`src/hdl/fprq_ram.sv`:
```
// ============================================================================
// fprq_ram
// Generic simple dual-port RAM: one write port, one read port, registered read.
// ============================================================================
`default_nettype none

module fprq_ram #(
    parameter int WIDTH = 8,
    parameter int DEPTH = 16,
    parameter int AW    = (DEPTH > 1) ? $clog2(DEPTH) : 1
) (
    input  wire logic             i_clk,
    input  wire logic             i_we,
    input  wire logic [AW-1:0]    i_waddr,
    input  wire logic [WIDTH-1:0] i_wdata,
    input  wire logic [AW-1:0]    i_raddr,
    output logic      [WIDTH-1:0] o_rdata
);

    logic [WIDTH-1:0] r_mem [DEPTH];

    always_ff @(posedge i_clk) begin
        if (i_we) begin
            r_mem[i_waddr] <= i_wdata;
        end
        o_rdata <= r_mem[i_raddr];
    end

endmodule

`default_nettype wire

```
`config.mk`:
```
export PLATFORM = sky130hd
export DESIGN_NAME = fprq_ram
export DESIGN_NICKNAME = d
export VERILOG_FILES = /design/src/hdl/fprq_ram.sv
export SDC_FILE = /design/constraint.sdc
export NUM_CORES = 1
export LEC_CHECK = 0
export ABC_AREA = 1
export BUFFER_PORTS_ARGS = -buffer_cell sky130_fd_sc_hd__buf_4
export CAP_MARGIN = 10
export CELL_PAD_IN_SITES_DETAIL_PLACEMENT = 2
export CELL_PAD_IN_SITES_GLOBAL_PLACEMENT = 2
export CORE_MARGIN = 5
export CORE_UTILIZATION = 30
export DETAILED_ROUTE_END_ITERATION = 12
export GPL_TIMING_DRIVEN = 0
export PLACE_DENSITY = 0.71
export SETUP_SLACK_MARGIN = 0.5
export SLEW_MARGIN = 30
export SYNTH_ARGS = -nofsm -noshare
export SYNTH_HDL_FRONTEND = slang
export SYNTH_SLANG_ARGS = --single-unit
export TNS_END_PERCENT = 50
```
`constraint.sdc`:
```
create_clock -name i_clk -period 2.4 [get_ports i_clk]
set_input_delay 0.36 -clock i_clk [delete_from_list [all_inputs] [get_ports i_clk]]
set_output_delay 0.36 -clock i_clk [all_outputs]
set_load 0.02 [all_outputs]
```
---- Word-level counts from Yosys, hierarchy flattened ----
Memory sizes are Yosys's and may differ from the RTL's. A register that Yosys moved wholly into a read port is not among the register bits.
Cells that the tools add are included.
word-level totals
  register bits ........................... 0
  latch bits .............................. 0
  RAM bits ................................ 128
  memory bits (read-only) ................. 0
  bits of input ports ..................... 18
  output and inout port bits .............. 8
  logic and storage cells ................. 3
  memories ................................ 1
operators by class
  add/subtract/negate cells ............... 0
  multipliers ............................. 0
  divide/modulo/power cells ............... 0
  order comparisons ....................... 0
  equal/unequal tests ..................... 0
  shift-type cells ........................ 0
  multiplexer cells ....................... 2
  bitwise logic cells ..................... 0
  reductions and logical operators ........ 0
memories
  name   depth  width  read ports  clocked after memory_dff  wr ports  line  text
  r_mem  16     8      1           1                         1         20    logic [WIDTH-1:0] r_mem [DEPTH];
operators with widths
  cell               number
  two-way mux 1 bit  2

---- Logic depth before layout (Yosys ltp) ----
Gate-level depths: netlist of run 1.
  word-level depth ........................ 2
  gate-level depth with buffers ........... 8
  depth with buffers taken out ............ 7

---- Worst setup path after synthesis of run 1 ----
No wires, ideal clock.
  path type ............................... input to register
  start ................................... input port i_waddr[2]
  end ..................................... memory r_mem[10][0], enable pin
  setup time .............................. 0.370 ns
  arrival time ............................ 0.941 ns
  data required time ...................... 2.030 ns
  slack ................................... 1.089 ns
  stages on the path ...................... 2
  buffers on the path ..................... 0
  path through ............................ nand3b_1 nor2_1
RTL lines
  element      line  text
  from (decl)  14    input wire logic [AW-1:0] i_waddr,
  to (decl)    20
No word-level cell before the write port.

---- Worst setup path in the final report of run 1 ----
  start ................................... input port i_waddr[3]
  end ..................................... memory r_mem[6][1], enable pin
No word-level cell before the write port.

==> metrics.cfg, run 1 <==
[yosys]
ys_types=12
syn-num-nets=569
syn_area_mm2=0.00577
synth_area_leaders=edfxtp_1 67%, nand2_1 11%, nand3_1 8.4%, inv_1 6.5%, dfxtp_1 2.8%
synth_cells=551
syn-mean-instance-area_um2=10.5
synth_top_area_frac=0.667
synth_largest_area_cell=edfxtp_1
synth_seq_cells=136
synth_seq_area_share=0.694
synth_warnings=0

[clock_network]
clkTransAtPathRegs_ps=60
cts_root_buffer=clkbuf_16
cts_tree=built
insertion_delay_ps=420
clk_path_buf_depth=2
cts-htree-levels=4
cts_inserted_buffers=17
postCtsSetupRepairBufs=0
hold_buffers=0
post_cts_resized=0
clock-sinks=136

[final_layout]
drive_above_1_share=0.122
design_area_mm2=0.00684
antenna_cells=0
num-fill-cells=1997
fin_nets=610
syn_to_final_growth_pct=18.5

[timing]
finalSetupViolations=0
rsz0062_at_grt=false
final_hold_viol_count=0
worstMarginPinSlew_ps=979
worst_slack_ps=903
period_share=0.624
slew_viol_final=0
max_freq_mhz=668
slew_headroom=0.345
fin_tns_setup_ps=0
min_period_ps=1500
fin_skew_ps=8.14

[place]
placed_cell_area_mm2=0.00626
pre_cts_ws_ps=453
globalplace.congestion=0.796
dp_hpwl_mm=12.1
numPortBuffers=22

[route]
first_pass_iters=4
routed_wl_mm=18.5
avgViaCountPerCell=4.64
drt_first_iter_violations=273
wl_per_cell_um=21.4
drc=0
antenna_left=0
vias=4017

[die]
dieArea_mm2=0.0221
die_y_um=149
io_pins=26
initial_core_util=0.306
dieWidth_um=149
fp-row-count=50
core_area_mm2=0.0188

[global_routing]
grtUsageTotal=0.175
gr-total-overflow=0
grt_start_max_net_pins=17
grt_first_pass_wirelength_mm=27.8
antenna_found_initial=0
met1_usage=0.227
busiest_layer=met2
met2_usage=0.294
globalRouteMet3Util=0.0305
grt_pass1_vias=4531

[pwr]
p_per_area_mw_per_mm2=829
p_leak_nw=2.90
peakVddDrop_mv=0.481

[critical_path]
rr_endpoint=o_rdata[1]
r2r-start=r_mem[10][1]
end_kind=register
start_kind=primary input
arrival_ps=1540
rrSetupSlack_ps=1300
worst_r2r_path_depth=6
crit_type=primary input to register
cp_max_fo=8
required_ps=2440

[worst_hold_path]
min_path_cells=1
hold_end=r_mem[4][2]
hold_path.class=primary input to register
hold_start=i_wdata[2]

[status]
status=finished clean

[job]
drv_cap=0

## where the power goes
part / total, mW / switching [mW] / internal [mW] / leakage (nW)
Sequential: 2.67 / 0.0155 / 2.66 / 1.22
Combinational: 0.408 / 0.290 / 0.118 / 1.40
Clock: 2.58 / 0.970 / 1.61 / 0.271
## registers in the layout (all words and copies together) (netlist names)
name,count
r_mem,128
o_rdata,8
## per-stage QoR
| step | std cells | utilization | total power, mW | hold WS, ps |
|---|---|---|---|---|
| 3_3_place_gp | 833 | 0.332 | 3.11 | 671 |
| 3_5_place_dp | 833 | 0.333 | 3.13 | 721 |
| 5_1_grt | 865 | 0.363 | 5.87 | 286 |
| 2_1_floorplan | 551 | - | 2.92 | 459 |
| 4_1_cts | 865 | 0.363 | 5.71 | 278 |
| 6_report | 865 | 0.363 | 5.66 | 297 |
## layer usage
layer	share of wire	vias up
met5	0	-
met4	0.019	0
met3	0.032	22
met2	0.49	81
met1	0.46	2060
li1	-	1854
## critical path, cell delays in order
cell and delay (ps):
buf_4 120, nand3b_1 250, nor2_1 790
## synthesized netlist by cell type
cell type  number
buf_6           6
nand3_1        97
buf_4           4
buf_2          13
nand2_1       173
inv_2           2
buf_1           1
dfxtp_1         8
nand3b_1        2
inv_1         100
nor2_1         17
edfxtp_1      128
## cells by family after synthesis
family | Yosys count | share of synthesized area
and+or+nand+nor | 289 | 0.210
buffers and inverters | 126 | 0.0952
DFF | 136 | 0.694
## final cells by class
type                    instances  area [µm²]  share of cell area
repair buffers                 22         165              0.0242
clock inverters                11         130              0.0190
inverters                     102         383              0.0560
plain buffers                  24         166              0.0243
clock buffers                  21         440              0.0644
multi-input cells             289        1220               0.179
well taps                     260         325              0.0476
flip-flops and latches        136        4000               0.586
## cells in the final DEF, fill, tap and decap left out
cell          n
clkinvlp_4    2
nand3_1      97
clkbuf_1      4
nor2_1       14
inv_2         2
inv_1       100
edfxtp_1    128
nor2_2        3
nand2_1     173
clkbuf_16    17
buf_6         6
buf_1         1
bufinv_16     3
clkinv_1      4
clkinv_2      2
buf_2        13
nand3b_1      2
dfxtp_1       8
buf_4        26
## worst max path at each step
stage / to / slack (ps) / cells past startpoint / start
final: r_mem[6][1] / 900 / 3 / i_waddr[3]
after global placement: r_mem[4][0] / 390 / 3 / i_waddr[3]
after detailed placement: r_mem[9][5] / 450 / 3 / i_waddr[2]
after CTS: r_mem[9][5] / 880 / 3 / i_waddr[2]
after global routing: r_mem[6][1] / 850 / 3 / i_waddr[3]
after floorplan: r_mem[10][0] / 1090 / 2 / i_waddr[2]
No activity file was read; power rests on OpenSTA's default activity.
==> inputs of run 2 (changes only) <==
Settings changed: PLACE_DENSITY 0.71 to 0.74.
Clock period 2.4 ns to 1.3 ns, I/O delays scaled along.
==> run 2 against run 1 <==
Against the previous run:
- die area is the same
- power grew 96%
- register-to-register slack lost 1000 ps
- global-route usage grew 1.1 points
- sequential power grew 85%
- routed wire length grew 9.0%
- clock skew shrank 3.1 ps
- via count grew 4.7%
- flip-flop and latch count is the same
- clock-buffer cell count shrank 4
- setup slack lost 660 ps
- critical endpoint is now o_rdata[3]
- highest routed layer unchanged
==> metrics.cfg, run 2 (synthesis gave the netlist of run 1 again) <==
[status]
status=finished clean

[place]
numPortBuffers=22  ; unchanged
globalplace.congestion=0.776  ; -2.6%
dp_hpwl_mm=12.2  ; +1.0%
placed_cell_area_mm2=0.00632  ; +0.92%
dp_cells=833  ; unchanged

[clock_network]
clkTransAtPathRegs_ps=60  ; about the same
cts_inserted_buffers=17  ; unchanged
cts-htree-levels=4  ; unchanged
clock-sinks=136  ; unchanged
cts_tree=built
clk_path_buf_depth=2  ; unchanged
insertion_delay_ps=420  ; about the same
cts_root_buffer=clkbuf_16

[timing]
worstMarginPinSlew_ps=564  ; -415 ps
finalSetupViolations=0  ; unchanged
slew_viol_final=0  ; unchanged
max_freq_mhz=943
slew_headroom=0.624  ; +0.279
period_share=0.816
fin_tns_setup_ps=0  ; unchanged
fin_skew_ps=5.00  ; -3.14 ps
holdWs_ps=132  ; -165 ps
final_hold_viol_count=0  ; unchanged
min_period_ps=1060
rsz0062_at_grt=true

[route]
vias=4207  ; +4.7%
routed_wl_mm=20.1  ; +9.0%
drt_first_iter_violations=317  ; +16%
antenna_left=0  ; unchanged
first_pass_iters=4  ; unchanged
drc=0  ; unchanged
avgViaCountPerCell=4.78  ; +2.8%
wl_per_cell_um=22.9  ; +7.1%

[critical_path]
cp_max_fo=1  ; -7
arrival_ps=870  ; -670 ps
crit_buf_inv=1  ; unchanged
cp_cell_sequence=buf_6
required_ps=1110  ; -1330 ps
start_kind=register
end_kind=primary output
path_delay_family=flip-flops
cpPeakStageDelay_ps=320  ; -470 ps
crit_type=register to primary output
cp_slowest_cell=dfxtp_2

[final_layout]
drive_above_1_share=0.346  ; +0.224
antenna_cells=0  ; unchanged
regMostFlops=r_mem
top_regs=r_mem x128, o_rdata x8
largest_reg_flops=128  ; unchanged
fin_nets=626  ; +2.6%
layout_common_cells=143 x nand2_1, 128 x edfxtp_1, 90 x inv_1
syn_to_final_growth_pct=34.7
mostFrequentLayoutCell=nand2_1
design_area_mm2=0.00777  ; +14%
instances_no_fill=881  ; +1.8%

[global_routing]
antenna_found_initial=0  ; unchanged
gr-total-overflow=0  ; unchanged
grt_start_max_net_pins=17  ; unchanged
grt_first_pass_wirelength_mm=29.9  ; +7.2%
grtUsageTotal=0.186  ; +0.0114
grt_pass1_vias=4803  ; +6.0%

[job]
drv_cap=0  ; unchanged

[pwr]
p_per_area_mw_per_mm2=1430  ; +72%
peakVddDrop_mv=0.953  ; +98%
p_leak_nw=3.19  ; +10%
power.total_mw=11.1  ; +96%

[die]
die_y_um=149  ; unchanged
initial_core_util=0.306  ; unchanged
dieWidth_um=149  ; unchanged
dieArea_mm2=0.0221  ; unchanged
io_pins=26  ; unchanged
core_area_mm2=0.0188  ; unchanged
fp-row-count=50  ; unchanged

[worst_hold_path]
hold_path.class=primary input to register

run 2: changes by cell type in the layout (fill, tap and decap cells not counted), moves of 8 or more:
cell     before  now
buf_12        0   13
buf_6         6   17
dfxtp_1       8    0
dfxtp_2       0    8
inv_1       100   90
inv_2         2   11
nand2_1     173  143
nand2_2       0   27
nand3_1      97   43
nand3_2       0   49
nor2_1       14    0
nor2_4        0   17
run 2: layer usage:
metal | up-vias | global-route usage | routed length, µm
li1 | 1894 | - | -
met1 | 2192 | 0.217 | 8190
met2 | 98 | 0.342 | 10900
met3 | 23 | 0.0329 | 657
met4 | 0 | 0.0656 | 414
met5 | - | 0 | 0
run 2: area by class of cell:
type	instances	area (µm²)
Buffer	24	180
Clock buffer	17	425
Clock inverter	15	201
Fill cell	1935	11100
Inverter	102	387
Multi-Input combinational cell	289	1740
Sequential cell	136	4010
Tap cell	260	325
Timing Repair Buffer	38	497
run 2: worst paths after layout:
path	startpoint	to	slack (ps)	cells past startpoint
hold reg to reg	r_mem[5][5]	o_rdata[5]	720	6
hold / removal	i_wdata[1]	r_mem[1][1]	130	1
setup / recovery	o_rdata[3]	o_rdata[3]	240	1
setup reg to reg	r_mem[10][3]	o_rdata[3]	260	6
run 2: worst reg2reg max path, cell delays in order (launching register included):
cell and delay, ps:
edfxtp_1 400, nand2_2 120, nand2_4 80, nand2_4 80, nand3_2 80, nand3_4 110
nand2_2 50
run 2: what timing repair did:
| action | 4_1_cts | 5_1_grt |
|---|---|---|
| endpoints found under the hold margin | 0 | 0 |
| setup endpoints to repair | 136 | 144 |
| cloned | 0 | 0 |
| pin swaps | 30 | 42 |
| setup buffers | 10 | 6 |
| hold buffers | 0 | 0 |
| gates resized for setup | 86 | 55 |
run 2: where the power goes:
group | internal (mW) | leakage (nW) | switching (mW)
logic | 0.323 | 1.67 | 0.652
registers | 4.91 | 1.22 | 0.0384
clock network | 3.22 | 0.300 | 1.96
run 2: through the flow:
step	setup WS, ps	utilization
final	240	0.413
after global routing	217	0.413
after CTS	228	0.396
after detailed placement	-277	0.336
after global placement	-240	0.336
after floorplan	231	-
==> inputs of run 3 (changes only) <==
Settings changed: PLACE_DENSITY 0.74 to 0.71.
Clock period 1.3 ns to 1 ns, I/O delays scaled along.
==> run 3 against run 2 <==
Against the previous run:
- the flow now finishes with violations (setup timing)
- cell area shrank 2.2%
- worst hold slack lost 53 ps
- register-to-register slack lost 290 ps
- clock skew grew 1.8 ps
- non-clock buffer count shrank 4
- sequential share of layout area grew 1.1 points
- flip-flop and latch count is the same
- power grew 20%
- combinational power grew 30%
- first-iteration DRC count shrank 14%
- die area is the same
- routed wire length shrank 0.47%
- critical endpoint is now o_rdata[1]
==> metrics.cfg, run 3 (synthesis gave the netlist of run 1 again) <==
[status]
status=finished with violations
failed_checks=setup timing

[global_routing]
antenna_found_initial=0  ; unchanged
grt_start_max_net_pins=17  ; unchanged
grtUsageTotal=0.191  ; +0.00516
grt_first_pass_wirelength_mm=30.5  ; +2.0%
grt_pass1_vias=4808  ; +0.10%
gr-total-overflow=0  ; unchanged

[final_layout]
top_regs=r_mem x128, o_rdata x8
largest_reg_flops=128  ; unchanged
num-fill-cells=1939  ; +0.21%
regArea_mm2=0.00401  ; unchanged
antenna_cells=0  ; unchanged
regMostFlops=r_mem
instances_no_fill=877  ; -0.45%
mostFrequentLayoutCell=nand2_1
fin_nets=622  ; -0.64%
multi_input_comb_area_mm2=0.00173  ; -0.65%
drive_above_1_share=0.318  ; -0.0285
syn_to_final_growth_pct=31.8
layout_common_cells=149 x nand2_1, 128 x edfxtp_1, 89 x inv_1

[critical_path]
crit_type=register to register
end_kind=register
start_kind=register
worst_r2r_path_depth=6  ; unchanged
r2r-start=r_mem[2][1]
rrSetupSlack_ps=-30  ; -290 ps
rr_endpoint=o_rdata[1]
arrival_ps=1340  ; +470 ps
cp_max_fo=1  ; unchanged
required_ps=1310  ; +200 ps

[pwr]
p_per_area_mw_per_mm2=1760  ; +23%
p_leak_nw=3.14  ; -1.8%
power.total_mw=13.4  ; +20%
peakVddDrop_mv=1.26  ; +32%

[die]
fp-row-count=50  ; unchanged
io_pins=26  ; unchanged
dieArea_mm2=0.0221  ; unchanged
initial_core_util=0.306  ; unchanged
core_area_mm2=0.0188  ; unchanged
die_y_um=149  ; unchanged
dieWidth_um=149  ; unchanged

[timing]
period_share=1.03
worst_slack_ps=-33.7  ; -273 ps
max_freq_mhz=967
slew_viol_final=0  ; unchanged
finalSetupViolations=5  ; +5
min_period_ps=1030
rsz0062_at_grt=true
slew_headroom=0.676  ; +0.0524
fin_skew_ps=6.78  ; +1.79 ps
final_hold_viol_count=0  ; unchanged
worstMarginPinSlew_ps=486  ; -78.6 ps

[place]
dp_hpwl_mm=12.5  ; +2.4%
numPortBuffers=22  ; unchanged
globalplace.congestion=0.797  ; +2.8%
dp_cells=833  ; unchanged

[clock_network]
insertion_delay_ps=420  ; about the same
cts_inserted_buffers=17  ; unchanged
hold_buffers=0  ; unchanged
clock-sinks=136  ; unchanged
cts-htree-levels=4  ; unchanged
cts_tree=built
clk_path_buf_depth=2  ; unchanged
clkTransAtPathRegs_ps=60  ; about the same
cts_root_buffer=clkbuf_16

[worst_hold_path]
min_path_cells=1  ; unchanged
hold_path.class=primary input to register
hold_end=r_mem[5][2]
hold_start=i_wdata[2]

[job]
drv_cap=0  ; unchanged

[route]
avgViaCountPerCell=4.71  ; -1.4%
drt_first_iter_violations=274  ; -14%
first_pass_iters=4  ; unchanged
drc=0  ; unchanged
antenna_left=0  ; unchanged
vias=4128  ; -1.9%
wl_per_cell_um=22.9  ; about the same
routed_wl_mm=20.1  ; -0.47%

run 3: cell count changes in the layout (fill, tap and decap cells not counted), moves of 4 or more:
cell,change
buf_12,-5
buf_2,+5
buf_4,-6
bufinv_16,-4
clkbuf_1,+7
clkbuf_8,+4
clkinvlp_4,-4
nand2_1,+6
nand2_2,-9
run 3: worst max-delay path by stage:
stage	from	end	slack, ps
6_report	r_mem[2][1]	o_rdata[1]	-30
5_1_grt	r_mem[1][3]	o_rdata[3]	-80
4_1_cts	o_rdata[4]	o_rdata[4]	-30
3_5_place_dp	i_waddr[3]	r_mem[5][7]	-610
3_3_place_gp	i_waddr[3]	r_mem[4][0]	-560
2_1_floorplan	i_waddr[2]	r_mem[10][0]	-20
run 3: metrics by stage:
step	setup slack, ps	hold WS, ps	setup TNS [ps]	instance area [µm²]	utilization
2_1_floorplan	-23.6	249	-1510	5830	-
3_3_place_gp	-556	496	-52920	6320	0.336
3_5_place_dp	-614	518	-58920	6320	0.336
4_1_cts	-29.0	75.2	-202	7470	0.397
5_1_grt	-79.4	87.0	-641	7600	0.404
6_report	-33.7	78.6	-104	7600	0.404
run 3: final cells by class:
type / count / share of cell area
clock inverter: 4 / 0.00263
tap: 260 / 0.0428
sequential: 136 / 0.528
timing repair buffer: 34 / 0.0566
multi-input combinational: 289 / 0.227
clock buffer: 28 / 0.0667
buffer: 24 / 0.0221
inverter: 102 / 0.0537
run 3: per-layer routing:
metal	global-route usage	part of all wire	vias up
met5	0	0	-
met4	0.0679	0.020	0
met3	0.0332	0.062	23
met2	0.346	0.53	117
met1	0.229	0.39	2103
li1	-	-	1885
run 3: timing repair:
item                                    4_1_cts  5_1_grt
hold endpoints to repair                      0        0
resized for setup                           116       36
endpoints found under the setup margin      144      144
pin swaps                                    49       39
buffers inserted                             12        0
run 3: worst max-delay path, cell delays in order, from the launching register on:
cell      delay [ps]
edfxtp_1         370
nand2_1          100
nand2_1          100
nand2_1           80
nand3_1          110
nand3_1          100
nand2_1           70
run 3: power by group:
part,internal [mW],switching (mW)
Clock,3.42,2.23
Sequential,6.38,0.0484
Combinational,0.422,0.852
